$ cat src/rtl/minimum_window_cover_defines.svh
// Assertion macros for the minimum window cover block.
// Each one needs clk and rst_n in scope.
`ifndef MINIMUM_WINDOW_COVER_DEFINES_SVH
`define MINIMUM_WINDOW_COVER_DEFINES_SVH

`ifndef NO_ASSERTIONS
`define MWC_ASSERT(lbl, prop, msg) \
  lbl: assert property (@(posedge clk) disable iff (!rst_n) prop) else $error(msg);
`define MWC_ASSERT_NEXT(lbl, ante, cons, msg) \
  lbl: assert property (@(posedge clk) disable iff (!rst_n) ante |=> cons) else $error(msg);
`else
`define MWC_ASSERT(lbl, prop, msg)
`define MWC_ASSERT_NEXT(lbl, ante, cons, msg)
`endif

`endif

$ cat src/rtl/mwc_pkg.sv
package mwc_pkg;

  localparam int MAX_TEXT    = 1024;
  localparam int MAX_PATTERN = 1024;
  localparam int ALPHABET    = 128;

  localparam int SYM_W   = 7;
  localparam int CNT_W   = 11;
  localparam int TPOS_W  = $clog2(MAX_TEXT + 1);
  localparam int TADDR_W = $clog2(MAX_TEXT);
  localparam int PLEN_W  = $clog2(MAX_PATTERN + 1);
  localparam int START_W = 10;
  localparam int LEN_W   = 11;

  typedef enum logic [2:0] {
    ST_IDLE,
    ST_PAT_UPD,
    ST_TXT_UPD,
    ST_CHECK,
    ST_OUT_SYM,
    ST_OUT_UPD,
    ST_DONE
  } state_t;

  typedef struct packed {
    logic [CNT_W-1:0] need;
    logic [CNT_W-1:0] have;
  } cnt_pair_t;

  typedef struct packed {
    logic             rd_en;
    logic [SYM_W-1:0] rd_addr;
    logic             wr_en;
    logic [SYM_W-1:0] wr_addr;
    cnt_pair_t        wr_data;
    logic             clear;
  } cnt_req_t;

  typedef struct packed {
    logic               rd_en;
    logic [TADDR_W-1:0] rd_addr;
    logic               wr_en;
    logic [TADDR_W-1:0] wr_addr;
    logic [SYM_W-1:0]   wr_data;
  } txt_req_t;

  typedef struct packed {
    logic              idle;
    logic [PLEN_W-1:0] plen;
    logic [PLEN_W-1:0] cov;
    logic [TPOS_W-1:0] wl;
    logic [TPOS_W-1:0] tpos;
  } stat_t;

endpackage

$ cat src/rtl/mwc_ifs.sv
interface mwc_in_if import mwc_pkg::*; ();
  logic             valid;
  logic             ready;
  logic             mode;
  logic [SYM_W-1:0] symbol;
  logic             last;

  modport source (output valid, output mode, output symbol, output last, input ready);
  modport sink   (input valid, input mode, input symbol, input last, output ready);
endinterface

interface mwc_out_if import mwc_pkg::*; ();
  logic               valid;
  logic               ready;
  logic               found;
  logic [START_W-1:0] start_res;
  logic [LEN_W-1:0]   length;
  logic               overflow;

  modport source (output valid, output found, output start_res, output length,
                  output overflow, input ready);
  modport sink   (input valid, input found, input start_res, input length,
                  input overflow, output ready);
endinterface

$ cat src/rtl/mwc_seq.sv
module mwc_seq import mwc_pkg::*; (
  input  logic             clk,
  input  logic             rst_n,
  mwc_in_if.sink           in_ch,
  mwc_out_if.source        out_ch,
  output cnt_req_t         cnt_req,
  input  cnt_pair_t        cnt_rdata,
  output txt_req_t         txt_req,
  input  logic [SYM_W-1:0] txt_rdata,
  output stat_t            stat
);

  state_t             state_r, state_nxt;
  logic [SYM_W-1:0]   sym_r, sym_nxt;
  logic               last_r, last_nxt;
  logic [PLEN_W-1:0]  plen_r, plen_nxt;
  logic [PLEN_W-1:0]  cov_r, cov_nxt;
  logic [TPOS_W-1:0]  wl_r, wl_nxt;
  logic [TPOS_W-1:0]  tpos_r, tpos_nxt;
  logic [START_W-1:0] bstart_r, bstart_nxt;
  logic [LEN_W-1:0]   blen_r, blen_nxt;
  logic               bvalid_r, bvalid_nxt;
  logic               tstart_r, tstart_nxt;
  logic               drop_r, drop_nxt;
  logic               ovalid_r, ovalid_nxt;
  logic               ofound_r, ofound_nxt;
  logic [START_W-1:0] ostart_r, ostart_nxt;
  logic [LEN_W-1:0]   olen_r, olen_nxt;
  logic               oovf_r, oovf_nxt;
  logic [CNT_W-1:0]   have_inc;
  logic [LEN_W-1:0]   win_len;

  always_ff @(posedge clk) begin
    if (!rst_n) begin
      state_r  <= ST_IDLE;
      plen_r   <= '0;
      cov_r    <= '0;
      wl_r     <= '0;
      tpos_r   <= '0;
      bvalid_r <= 1'b0;
      tstart_r <= 1'b0;
      drop_r   <= 1'b0;
      ovalid_r <= 1'b0;
    end else begin
      state_r  <= state_nxt;
      plen_r   <= plen_nxt;
      cov_r    <= cov_nxt;
      wl_r     <= wl_nxt;
      tpos_r   <= tpos_nxt;
      bvalid_r <= bvalid_nxt;
      tstart_r <= tstart_nxt;
      drop_r   <= drop_nxt;
      ovalid_r <= ovalid_nxt;
    end
  end

  always_ff @(posedge clk) begin
    sym_r    <= sym_nxt;
    last_r   <= last_nxt;
    bstart_r <= bstart_nxt;
    blen_r   <= blen_nxt;
    ofound_r <= ofound_nxt;
    ostart_r <= ostart_nxt;
    olen_r   <= olen_nxt;
    oovf_r   <= oovf_nxt;
  end

  assign have_inc = cnt_rdata.have + CNT_W'(1);
  assign win_len  = LEN_W'(tpos_r - wl_r);

  always_comb begin
    state_nxt  = state_r;
    sym_nxt    = sym_r;
    last_nxt   = last_r;
    plen_nxt   = plen_r;
    cov_nxt    = cov_r;
    wl_nxt     = wl_r;
    tpos_nxt   = tpos_r;
    bstart_nxt = bstart_r;
    blen_nxt   = blen_r;
    bvalid_nxt = bvalid_r;
    tstart_nxt = tstart_r;
    drop_nxt   = drop_r;
    ovalid_nxt = ovalid_r && !out_ch.ready;
    ofound_nxt = ofound_r;
    ostart_nxt = ostart_r;
    olen_nxt   = olen_r;
    oovf_nxt   = oovf_r;
    in_ch.ready = 1'b0;
    cnt_req     = '0;
    txt_req     = '0;

    case (state_r)
      ST_IDLE: begin
        in_ch.ready = 1'b1;
        if (in_ch.valid) begin
          sym_nxt  = in_ch.symbol;
          last_nxt = in_ch.last;
          state_nxt = in_ch.last ? ST_DONE : ST_IDLE;
          if (!in_ch.mode) begin
            if (!tstart_r) begin
              if (plen_r >= PLEN_W'(MAX_PATTERN)) begin
                drop_nxt = 1'b1;
              end else begin
                cnt_req.rd_en   = 1'b1;
                cnt_req.rd_addr = in_ch.symbol;
                state_nxt       = ST_PAT_UPD;
              end
            end
          end else begin
            tstart_nxt = 1'b1;
            if (tpos_r >= TPOS_W'(MAX_TEXT)) begin
              drop_nxt = 1'b1;
            end else begin
              txt_req.wr_en   = 1'b1;
              txt_req.wr_addr = tpos_r[TADDR_W-1:0];
              txt_req.wr_data = in_ch.symbol;
              cnt_req.rd_en   = 1'b1;
              cnt_req.rd_addr = in_ch.symbol;
              tpos_nxt        = tpos_r + TPOS_W'(1);
              state_nxt       = ST_TXT_UPD;
            end
          end
        end
      end
      ST_PAT_UPD: begin
        cnt_req.wr_en        = 1'b1;
        cnt_req.wr_addr      = sym_r;
        cnt_req.wr_data.need = cnt_rdata.need + CNT_W'(1);
        cnt_req.wr_data.have = cnt_rdata.have;
        plen_nxt             = plen_r + PLEN_W'(1);
        state_nxt            = last_r ? ST_DONE : ST_IDLE;
      end
      ST_TXT_UPD: begin
        cnt_req.wr_en        = 1'b1;
        cnt_req.wr_addr      = sym_r;
        cnt_req.wr_data.need = cnt_rdata.need;
        cnt_req.wr_data.have = have_inc;
        if (have_inc <= cnt_rdata.need) begin
          cov_nxt = cov_r + PLEN_W'(1);
        end
        state_nxt = ST_CHECK;
      end
      ST_CHECK: begin
        if (plen_r != '0 && cov_r == plen_r && wl_r < tpos_r) begin
          if (!bvalid_r || win_len < blen_r) begin
            bvalid_nxt = 1'b1;
            bstart_nxt = wl_r[START_W-1:0];
            blen_nxt   = win_len;
          end
          txt_req.rd_en   = 1'b1;
          txt_req.rd_addr = wl_r[TADDR_W-1:0];
          state_nxt       = ST_OUT_SYM;
        end else begin
          state_nxt = last_r ? ST_DONE : ST_IDLE;
        end
      end
      ST_OUT_SYM: begin
        cnt_req.rd_en   = 1'b1;
        cnt_req.rd_addr = txt_rdata;
        sym_nxt         = txt_rdata;
        state_nxt       = ST_OUT_UPD;
      end
      ST_OUT_UPD: begin
        cnt_req.wr_en        = 1'b1;
        cnt_req.wr_addr      = sym_r;
        cnt_req.wr_data.need = cnt_rdata.need;
        cnt_req.wr_data.have = (cnt_rdata.have != '0) ? cnt_rdata.have - CNT_W'(1)
                                                      : cnt_rdata.have;
        if (cnt_rdata.have <= cnt_rdata.need) begin
          cov_nxt = cov_r - PLEN_W'(1);
        end
        wl_nxt    = wl_r + TPOS_W'(1);
        state_nxt = ST_CHECK;
      end
      ST_DONE: begin
        if (!ovalid_r || out_ch.ready) begin
          ovalid_nxt    = 1'b1;
          ofound_nxt    = bvalid_r;
          ostart_nxt    = bvalid_r ? bstart_r : '0;
          olen_nxt      = bvalid_r ? blen_r : '0;
          oovf_nxt      = drop_r;
          cnt_req.clear = 1'b1;
          plen_nxt      = '0;
          cov_nxt       = '0;
          wl_nxt        = '0;
          tpos_nxt      = '0;
          bvalid_nxt    = 1'b0;
          tstart_nxt    = 1'b0;
          drop_nxt      = 1'b0;
          state_nxt     = ST_IDLE;
        end
      end
      default: begin
        state_nxt = ST_IDLE;
      end
    endcase
  end

  assign out_ch.valid     = ovalid_r;
  assign out_ch.found     = ofound_r;
  assign out_ch.start_res = ostart_r;
  assign out_ch.length    = olen_r;
  assign out_ch.overflow  = oovf_r;

  assign stat.idle = (state_r == ST_IDLE);
  assign stat.plen = plen_r;
  assign stat.cov  = cov_r;
  assign stat.wl   = wl_r;
  assign stat.tpos = tpos_r;

endmodule
$ cat src/flat_wrapper.sv
// flat-port wrapper written by rule: the top's interface ports become plain ports
module mwc_seq_flat import mwc_pkg::*;
  (clk, rst_n, cnt_req, cnt_rdata, txt_req, txt_rdata, stat, in_ch_valid, in_ch_mode, in_ch_symbol, in_ch_last, in_ch_ready, out_ch_valid, out_ch_found, out_ch_start_res, out_ch_length, out_ch_overflow, out_ch_ready);
  mwc_in_if in_ch_i ();
  mwc_out_if out_ch_i ();
  input  logic clk;
  input  logic rst_n;
  output cnt_req_t cnt_req;
  input  cnt_pair_t cnt_rdata;
  output txt_req_t txt_req;
  input  logic [SYM_W-1:0] txt_rdata;
  output stat_t stat;
  input wire logic [$bits(in_ch_i.valid)-1:0] in_ch_valid;
  input wire logic [$bits(in_ch_i.mode)-1:0] in_ch_mode;
  input wire logic [$bits(in_ch_i.symbol)-1:0] in_ch_symbol;
  input wire logic [$bits(in_ch_i.last)-1:0] in_ch_last;
  output wire logic [$bits(in_ch_i.ready)-1:0] in_ch_ready;
  output wire logic [$bits(out_ch_i.valid)-1:0] out_ch_valid;
  output wire logic [$bits(out_ch_i.found)-1:0] out_ch_found;
  output wire logic [$bits(out_ch_i.start_res)-1:0] out_ch_start_res;
  output wire logic [$bits(out_ch_i.length)-1:0] out_ch_length;
  output wire logic [$bits(out_ch_i.overflow)-1:0] out_ch_overflow;
  input wire logic [$bits(out_ch_i.ready)-1:0] out_ch_ready;
  assign in_ch_i.valid = in_ch_valid;
  assign in_ch_i.mode = in_ch_mode;
  assign in_ch_i.symbol = in_ch_symbol;
  assign in_ch_i.last = in_ch_last;
  assign in_ch_ready = in_ch_i.ready;
  assign out_ch_valid = out_ch_i.valid;
  assign out_ch_found = out_ch_i.found;
  assign out_ch_start_res = out_ch_i.start_res;
  assign out_ch_length = out_ch_i.length;
  assign out_ch_overflow = out_ch_i.overflow;
  assign out_ch_i.ready = out_ch_ready;
  mwc_seq u_core (.clk(clk), .rst_n(rst_n), .in_ch(in_ch_i), .out_ch(out_ch_i), .cnt_req(cnt_req), .cnt_rdata(cnt_rdata), .txt_req(txt_req), .txt_rdata(txt_rdata), .stat(stat));
endmodule
$ cat config.mk
export PLATFORM = sky130hd
export DESIGN_NAME = mwc_seq_flat
export DESIGN_NICKNAME = d
export VERILOG_FILES = /design/src/rtl/minimum_window_cover_defines.svh /design/src/rtl/mwc_pkg.sv /design/src/rtl/mwc_ifs.sv /design/src/rtl/mwc_seq.sv /design/src/flat_wrapper.sv
export SDC_FILE = /design/constraint.sdc
export NUM_CORES = 1
export LEC_CHECK = 0
export ABC_AREA = 1
export BUFFER_PORTS_ARGS = -buffer_cell sky130_fd_sc_hd__clkbuf_2
export CORE_MARGIN = 5
export CORE_UTILIZATION = 45
export CTS_CLUSTER_DIAMETER = 120
export DETAILED_ROUTE_END_ITERATION = 10
export PLACE_DENSITY = 0.71
export SYNTH_ARGS = -nofsm -noshare
export SYNTH_HDL_FRONTEND = slang
export SYNTH_SLANG_ARGS = --single-unit
$ cat constraint.sdc
create_clock -name clk -period 5.15 [get_ports clk]
set_clock_uncertainty 0.1 [all_clocks]
set_input_delay 0 -clock clk [delete_from_list [all_inputs] [get_ports clk]]
set_output_delay 0 -clock clk [all_outputs]
set_load 0.05 [all_outputs]
Yosys cells after proc, flatten, opt, wreduce, memory -nomap -nowiden:

Index checks and enable logic that the tools add are counted.
Widths: inputs -> output; s select.

* register bits after elaboration: 103
* latch bits: 0
* RAM bits: 0
* bits in read-only memories: 0
* bits of input ports: 42
* logic and storage cells: 134
* memories kept: 0

* $add $sub $neg: 9
* multiply operators: 0
* div/mod/pow operators: 0
* $lt $le $gt $ge: 6
* equal/unequal tests: 18
* shift operators: 0
* muxes and demuxes: 54
* bitwise logic cells: 0
* reduce and logical (&&, ||, !) cells: 30

Operator list (count)
* $mux 11: 9
* $pmux 30 s3: 1
* $mux 18: 4
* $add 11x1->11 const B: 6
* $pmux 11 s2: 3
* $mux 8: 5
* $pmux 11 s3: 1
* $mux 3: 9
* $ge 11x11->1 const B: 2
* $le 11x11->1: 2
* $lt 11x11->1: 2
* $reduce_bool 11->1: 2
* $sub 11x1->11 const B: 2
* $pmux 3 s6: 1
* $pmux 8 s2: 1
* $mux 1: 15
* $ne 2x1->1 const B: 7
* $pmux 7 s2: 1
* $reduce_and 2->1: 6
* $reduce_and 4->1: 3
* $eq 11x11->1: 1
* $sub 11x11->11: 1
* $reduce_bool 2->1: 5
* $eq 3x3->1 const B: 3
* other kinds (17): 25

Longest topological paths before layout:

Gate-level depths: netlist (run 1).

* depth in word-level cells: 6
* depth in mapped cells: 20
* mapped depth without buffers: 19

Worst setup path after synthesis (run 1):

Ideal clock, no wire load.

* kind: reg2reg
* from: register u_core.tpos_r[0]
* to: register u_core.blen_r[0], enable pin
* arrival time: 3.866 ns
* data required time: 4.651 ns
* path slack: 0.785 ns
* stages on the path, launching flop included: 17
* path buffers: 0
* clock period less this slack: 4.365 ns
* path through: dfxtp_1 inv_1 ha_1 fa_1 o21ai_0 nand2_1 nand3_1 a21o_1 a21oi_1 xnor2_1 ha_1 a21oi_1 o21a_1 nand3_1 nand2_1 inv_1 nor2_1

* cells in the longest elaborated chain, start to end: 4
* elaborated cells between the ends (all ways): 6
* classes of those cells: add/sub: 1; order compare: 2; reduce/logical: 3

Ends and longest elaborated chain
* from (decl): RTL line mwc_seq.sv:19 `logic [TPOS_W-1:0] tpos_r, tpos_nxt;`
* from (signal assigned): RTL line mwc_seq.sv:49 `tpos_r <= tpos_nxt;`
* $sub 11x11->11: RTL line mwc_seq.sv:69 `assign win_len = LEN_W'(tpos_r - wl_r);`
* via u_core.win_len[10]: RTL line mwc_seq.sv:31 `logic [LEN_W-1:0] win_len;`
* $lt 11x11->1: RTL line mwc_seq.sv:146 `if (!bvalid_r || win_len < blen_r) begin`
* $logic_or 1x1->1: RTL line mwc_seq.sv:146
* $reduce_and 3->1 (no line)
* to (signal assigned): RTL line mwc_seq.sv:61 `blen_r <= blen_nxt;`
* to (decl): RTL line mwc_seq.sv:21 `logic [LEN_W-1:0] blen_r, blen_nxt;`

The timed path passes the listed nets, and every way through them passes these cells.
A chain may end at the register's enable or synchronous reset.

Worst setup path in the final report (run 1):

* from: register u_core.tpos_r[0]
* to: register u_core.bstart_r[4], enable pin

* cells in the longest elaborated chain, start to end: 4
* elaborated cells between the ends (all ways): 6
* classes of those cells: add/sub: 1; order compare: 2; reduce/logical: 3

Ends and longest elaborated chain
* $sub 11x11->11: RTL line mwc_seq.sv:69
* via u_core.win_len[10]: RTL line mwc_seq.sv:31
* $lt 11x11->1: RTL line mwc_seq.sv:146
* $logic_or 1x1->1: RTL line mwc_seq.sv:146
* $reduce_and 3->1 (no line)
* to (signal assigned): RTL line mwc_seq.sv:60 `bstart_r <= bstart_nxt;`
* to (decl): RTL line mwc_seq.sv:20 `logic [START_W-1:0] bstart_r, bstart_nxt;`

The timed path passes the listed nets, and every way through them passes these cells.

==> results of run 1 <==
==> kinds of logic (layout without fill, tap and decap cells) <==
kind of cell,after synthesis,count (layout),share of synthesized area
adder cells (fa/ha/maj),62,62,0.1076
AND/OR/NAND/NOR,463,463,0.2772
buffers and inverters,191,389,0.09922
AO/OA/AOI/OAI,165,165,0.1242
XOR/XNOR,34,34,0.04050
other,0,1,0
flip-flops,103,103,0.3513
==> cell type report <==
type                       instances  area (sq um)
fill                            1563          7014
inverter                         173         655.6
multi-input combinational        724          4040
antenna                            1         2.502
clock buffer                      11         232.7
timing repair buffer             200          1104
sequential                       103          2582
clock inverter                     5         41.29
tap                              216         270.3
==> synthesized netlist by cell type, types with 7 or more instances <==
cell / number
inv_1: 165
nor2_1: 133
a21oi_1: 74
xnor2_1: 11
nand4_1: 9
nand2_1: 211
nand3_1: 44
edfxtp_1: 52
clkbuf_1: 15
ha_1: 60
o211ai_1: 8
o21a_1: 7
nor2_2: 7
o21ai_0: 49
xor2_1: 23
nor3_1: 27
dfxtp_1: 51
==> where the power goes <==
part	leakage, nW	switching, W	internal (W)
combinational	3.53	0.00105	0.000356
clock	0.128	0.000315	0.000333
sequential	0.880	0.0000697	0.000938
==> what timing repair did <==
| item | CTS | global route |
|---|---|---|
| setup buffers | 0 | 0 |
| hold endpoints to repair | 23 | 0 |
| hold buffers | 20 | 0 |
| gates resized for setup | 0 | 0 |
==> routing by layer <==
metal	wire length [microns]	track usage	part of all wire	vias up
li1	-	-	-	3719
met2	9532	0.3604	0.47	216
met5	0	0	0	-
met4	507	0.07025	0.025	0
met1	8984	0.2742	0.44	3265
met3	1377	0.04419	0.067	41
==> through the flow <==
stage	std cells	area [sq um]	total power, W
after floorplan	1018	7352	0.002088
after global placement	1396	8452	0.002392
after detailed placement	1396	8452	0.002406
after CTS	1432	8926	0.003078
after global routing	1433	8929	0.003244
final	1433	8929	0.003061
==> state kept, by name (all words and copies together) (netlist names), 3 cells and up <==
| signal | flops |
|---|---|
| u_core.out_ch.length | 11 |
| u_core.tpos_r | 11 |
| u_core.bstart_r | 10 |
| u_core.sym_r | 7 |
| u_core.out_ch.start_res | 10 |
| u_core.cov_r | 11 |
| u_core.blen_r | 11 |
| u_core.wl_r | 11 |
| u_core.plen_r | 11 |
| u_core.state_r | 3 |
==> worst max path at each step <==
stage / cells past startpoint / end / slack [ps] / from
2_1_floorplan: 16 / u_core.blen_r[0]$_DFFE_PP_ / 780 / u_core.tpos_r[0]$_SDFFE_PN0P_
3_3_place_gp: 17 / u_core.bstart_r[0]$_DFFE_PP_ / 1570 / u_core.tpos_r[0]$_SDFFE_PN0P_
3_5_place_dp: 17 / u_core.bstart_r[0]$_DFFE_PP_ / 1420 / u_core.tpos_r[0]$_SDFFE_PN0P_
4_1_cts: 17 / u_core.bstart_r[4]$_DFFE_PP_ / 1390 / u_core.tpos_r[0]$_SDFFE_PN0P_
5_1_grt: 17 / u_core.bstart_r[4]$_DFFE_PP_ / 1100 / u_core.tpos_r[0]$_SDFFE_PN0P_
6_report: 17 / u_core.bstart_r[4]$_DFFE_PP_ / 1370 / u_core.tpos_r[0]$_SDFFE_PN0P_
==> worst register-to-register path, cell delays in order (launching register included) <==
cell and delay (ps):
dfxtp_1 350, inv_1 110, ha_1 240, fa_1 410
o21ai_0 400, nand2_1 90, nand3_1 120, a21o_1 120
a21oi_1 60, xnor2_1 200, ha_1 300, a21oi_1 170
o21a_1 160, nand3_1 70, nand2_1 60, inv_1 70
nor2_1 100, buf_4 320
==> metrics.csv, run 1 <==
stage,metric,value,unit
critical_path,reg2reg_depth,17,
logic_synthesis,yosysTopAreaCell,edfxtp_1,
timing,layout_setup_ws,1370,ps
cts,h-tree-depth,3,
timing,tns,0,ps
critical_path,crit_type,reg -> reg,
logic_synthesis,yosysUniqueCellTypes,45,
critical_path,cp_num_buf_inv,3,
timing,holdWs,292.2,ps
cells_and_area,drive_above_1_share,0.1891,
timing,timing.fmax,264.5,MHz
drt,drtIter0Drc,526,
critical_path,r2r-end,u_core.bstart_r[4]$_DFFE_PP_,
cts,cts.sink_count,103,
critical_path,max_stage_delay,410,ps
die,core_area,15940,sq um
drt,remaining_drc_errors,0,
logic_synthesis,syn_area,7352,sq um
logic_synthesis,async_reset_ff_frac,0,
cells_and_area,final_cell_mix,"nand2_1 (211), clkbuf_2 (179), inv_1 (165)",
cells_and_area,layout_commonest_cell,nand2_1,
drt,drt_pass1_iterations,7,
critical_path,start_kind,register,
global_routing,grt_pass1_wl,32110,microns
die,die_area,18990,sq um
cts,clockBufferDepth,2,
drt,viasPerCell,5.053,
critical_path,critical_path.cell_chain,"inv_1, ha_1, fa_1, o21ai_0, nand2_1, nand3_1, a21o_1, a21oi_1, xnor2_1, ha_1, a21oi_1, o21a_1, nand3_1, nand2_1, inv_1, nor2_1, buf_4",
min_path,worstHoldStart,in_ch_last,
cells_and_area,final_core_utilization,0.5600,
timing,period_share,0.7340,
critical_path,crit_path_top_delay_cell,fa_1,
logic_synthesis,ys.warnings.count,0,
timing,tightest_slew,947.2,ps
critical_path,worstSetupEndpointType,register,
critical_path,rr_startpoint,u_core.tpos_r[0]$_SDFFE_PN0P_,
global_routing,grt_overflow,0,
critical_path,worstPathArrival,3720,ps
logic_synthesis,ys_seq_area_frac,0.3513,
timing,rsz0062_at_grt,no,
cells_and_area,area.growth.synth_to_final,21.44,%
logic_synthesis,synthTopCellsByArea,"edfxtp_1 (21%), dfxtp_1 (14%), nand2_1 (11%)",
placed_design,dp_hpwl,16040,microns
power_and_ir_drop,p_per_area,342.9,nW/um^2
critical_path,crit_family,adder cells,
run,drv_cap,0,
global_routing,antenna_found_initial,1,
timing,finalHoldViolations,0,
logic_synthesis,ys_ff_latch,103,
die,start_util,0.4612,
drt,wl_per_cell,14.24,microns
global_routing,grt_usage,0.2140,
placed_design,dpl_worst_slack,1422,ps
timing,min_period,3780,ps
drt,drt-total-wl,20400,microns
cts,path_clk_slew,70,ps
critical_path,path_max_fanout,21,
timing,slew_headroom,0.3678,
die,die_y,137.8,microns
drt,drtAntennaViolNets,0,
cts,cts_tree,built,
die,row_count,46,
drt,vias,7241,
min_path,hp-class,in -> reg,
power_and_ir_drop,leakage,4.537,nW
placed_design,globalplace.congestion,0.9121,
die,io-pin-count,180,
timing,maxSlewViolCount,0,
critical_path,worstPathRequired,5090,ps
logic_synthesis,synth_top_cell_area_share,0.2124,
min_path,min_path_cells,2,
power_and_ir_drop,ir_drop,204.1,uV
logic_synthesis,syn_nets,1122,
global_routing,grt_max_degree,26,
cts,root_buffer,clkbuf_16,
logic_synthesis,synth_cells,1018,
run_status,outcome,finished clean,
global_routing,first_global_vias,6644,
placed_design,portBuffers,179,
min_path,hold_end,u_core.last_r$_DFFE_PP_,
cts,cts_made_buffers,9,
timing,setup_viol,0,
logic_synthesis,avgSynthCellArea,7.222,sq um
die,dieWidth,137.8,microns
critical_path,reg2reg_setup_slack,1370,ps
cells_and_area,nets,1315,
logic_synthesis,synth-main-ff-cell,edfxtp_1,
cts,insertion_delay,360,ps
logic_synthesis,synth_edf_count,52,
No activity file was read; power rests on OpenSTA's default activity.
==> inputs of run 2 (changes only) <==
clock period = 3.5 ns   (was 5.15 ns; I/O delays follow)
==> metrics.csv, run 2 (synthesis results as in run 1) <==
stage,metric,value,unit,change
power_and_ir_drop,ir_drop,383.7,uV,+88%
power_and_ir_drop,seqPwrFrac,0.321,,-0.008
critical_path,path_max_fanout,11,,-48%
drt,drtAntennaViolNets,0,,unchanged
cells_and_area,final_cell_mix,"nand2_1 (211), clkbuf_2 (179), inv_1 (164)",,
global_routing,grt_max_degree,25,,-3.8%
cells_and_area,nets,1330,,+1.1%
placed_design,placed_cell_area,8576,sq um,+1.5%
die,io-pin-count,180,,unchanged
drt,vias,7327,,+1.2%
placed_design,globalplace.congestion,0.9204,,+0.91%
cts,clockBufferDepth,2,,unchanged
cells_and_area,fill_cells,1542,,-1.3%
timing,slew_headroom,0.4201,,+0.05222
timing,holdWs,299.6,ps,+7.409 ps
critical_path,start_kind,register,,
drt,drt-total-wl,21140,microns,+3.6%
cts,cts_tree,built,,
global_routing,grt_overflow,0,,unchanged
power_and_ir_drop,p_sw,0.002177,W,+52%
die,die_y,137.8,microns,unchanged
drt,wl_per_cell,14.61,microns,+2.6%
timing,timing.fmax,299.8,MHz,+13%
drt,remaining_drc_errors,0,,unchanged
power_and_ir_drop,leakage,4.655,nW,+2.6%
cts,insertion_delay,360,ps,about the same
power_and_ir_drop,combinationalPowerShare,0.458,,about the same
timing,tns,0,ps,unchanged
cts,cts_made_buffers,9,,unchanged
timing,setup_viol,0,,unchanged
timing,finalHoldViolations,0,,unchanged
cells_and_area,design_area,9176,sq um,+2.8%
placed_design,portBuffers,179,,unchanged
critical_path,worstPathRequired,3470,ps,-1620 ps
die,start_util,0.4612,,unchanged
run,drv_cap,0,,unchanged
cts,h-tree-depth,3,,unchanged
cells_and_area,drive_above_1_share,0.2161,,+0.02694
cells_and_area,n_antenna_cell,0,,-1
drt,drt_pass1_iterations,5,,-2
global_routing,antenna_found_initial,0,,-1
power_and_ir_drop,clockPowerShare,0.222,,+0.010
die,die_area,18990,sq um,unchanged
cts,path_clk_slew,80,ps,about the same
min_path,hp-class,in -> reg,,
timing,maxSlewViolCount,0,,unchanged
global_routing,first_global_vias,6825,,+2.7%
power_and_ir_drop,switching_share,0.4711,,+0.002913
cells_and_area,area.growth.synth_to_final,24.81,%,
cts,cts.sink_count,103,,unchanged
die,row_count,46,,unchanged
timing,tightest_slew,866.7,ps,-80.49 ps
power_and_ir_drop,p_per_area,503.6,nW/um^2,+47%
placed_design,dp_hpwl,16490,microns,+2.8%
timing,min_period,3335,ps,-444.6 ps
drt,viasPerCell,5.064,,+0.21%
global_routing,grt_usage,0.2209,,+0.006908
timing,period_share,0.9530,,+0.2190
cts,root_buffer,clkbuf_16,,
run_status,outcome,finished clean,,
critical_path,crit_type,reg -> reg,,
cells_and_area,layout_commonest_cell,nand2_1,,
critical_path,worstPathArrival,3300,ps,-420 ps
power_and_ir_drop,p_int,0.002444,W,+50%
drt,drtIter0Drc,506,,-3.8%
die,core_area,15940,sq um,unchanged
critical_path,worstSetupEndpointType,register,,
die,dieWidth,137.8,microns,unchanged
global_routing,grt_pass1_wl,33130,microns,+3.2%
[run 2: repair_timing]
action | CTS | global route
hold buffers | 19 | 0
endpoints found under the hold margin | 24 | 0
gates resized for setup | 0 | 13
setup buffers | 0 | 1
endpoints found under the setup margin | 0 | 22
[run 2: path summary, 6_finish.rpt]
path,cells past startpoint,to,slack (ps),start
worst max-delay path,17,u_core.bstart_r[3]$_DFFE_PP_,160,u_core.tpos_r[0]$_SDFFE_PN0P_
worst min register to register,0,u_core.bstart_r[5]$_DFFE_PP_,340,u_core.wl_r[5]$_SDFFE_PN0P_
worst min-delay path,2,u_core.last_r$_DFFE_PP_,300,in_ch_last
worst max register to register,17,u_core.bstart_r[3]$_DFFE_PP_,160,u_core.tpos_r[0]$_SDFFE_PN0P_
[run 2: worst max-delay path, stage by stage (launching register included)]
cell and delay [ps]:
dfxtp_2 340, inv_1 90, ha_2 210, fa_2 370, o21ai_2 170, nand2_1 90
nand3_2 80, a21o_1 140, a21oi_2 80, xnor2_2 150, ha_1 330, a21oi_1 170
o21a_1 140, nand3_1 70, nand2_1 70, inv_2 60, nor2_4 210, buf_12 180
[run 2: per-stage QoR]
stage	setup WS [ps]	power (W)	cells	utilization
3_3_place_gp	184.6	0.003558	1409	0.5379
3_5_place_dp	87.46	0.003578	1409	0.5379
2_1_floorplan	10.35	0.003074	1018	-
4_1_cts	42.58	0.004632	1444	0.5689
5_1_grt	-24.98	0.004895	1447	0.5756
6_report	164.5	0.004621	1447	0.5756
[run 2: power groups by stage]
stage / Combinational, W / Clock, W / Sequential [W]
final: 0.00211 / 0.00102 / 0.00148
after global routing: 0.00229 / 0.00110 / 0.00150
after CTS: 0.00210 / 0.00104 / 0.00148
after detailed placement: 0.00207 / 0 / 0.00151
after global placement: 0.00205 / 0 / 0.00151
after floorplan: 0.00140 / 0 / 0.00167
[run 2: cell type report]
class / instances / area (sq um) / share of cell area
inverters: 173 / 655.6 / 0.07145
flip-flops and latches: 103 / 2590 / 0.2822
clock inverters: 7 / 78.83 / 0.008590
repair buffers: 215 / 1247 / 0.1359
clock buffers: 9 / 225.2 / 0.02454
multi-input cells: 724 / 4109 / 0.4478
well taps: 216 / 270.3 / 0.02945
[run 2: routing by layer]
| metal | vias up | share of wire | global-route usage |
|---|---|---|---|
| met1 | 3341 | 0.44 | 0.2841 |
| met5 | - | 0 | 0 |
| li1 | 3745 | - | - |
| met3 | 32 | 0.057 | 0.04346 |
| met4 | 0 | 0.022 | 0.06751 |
| met2 | 209 | 0.48 | 0.3750 |
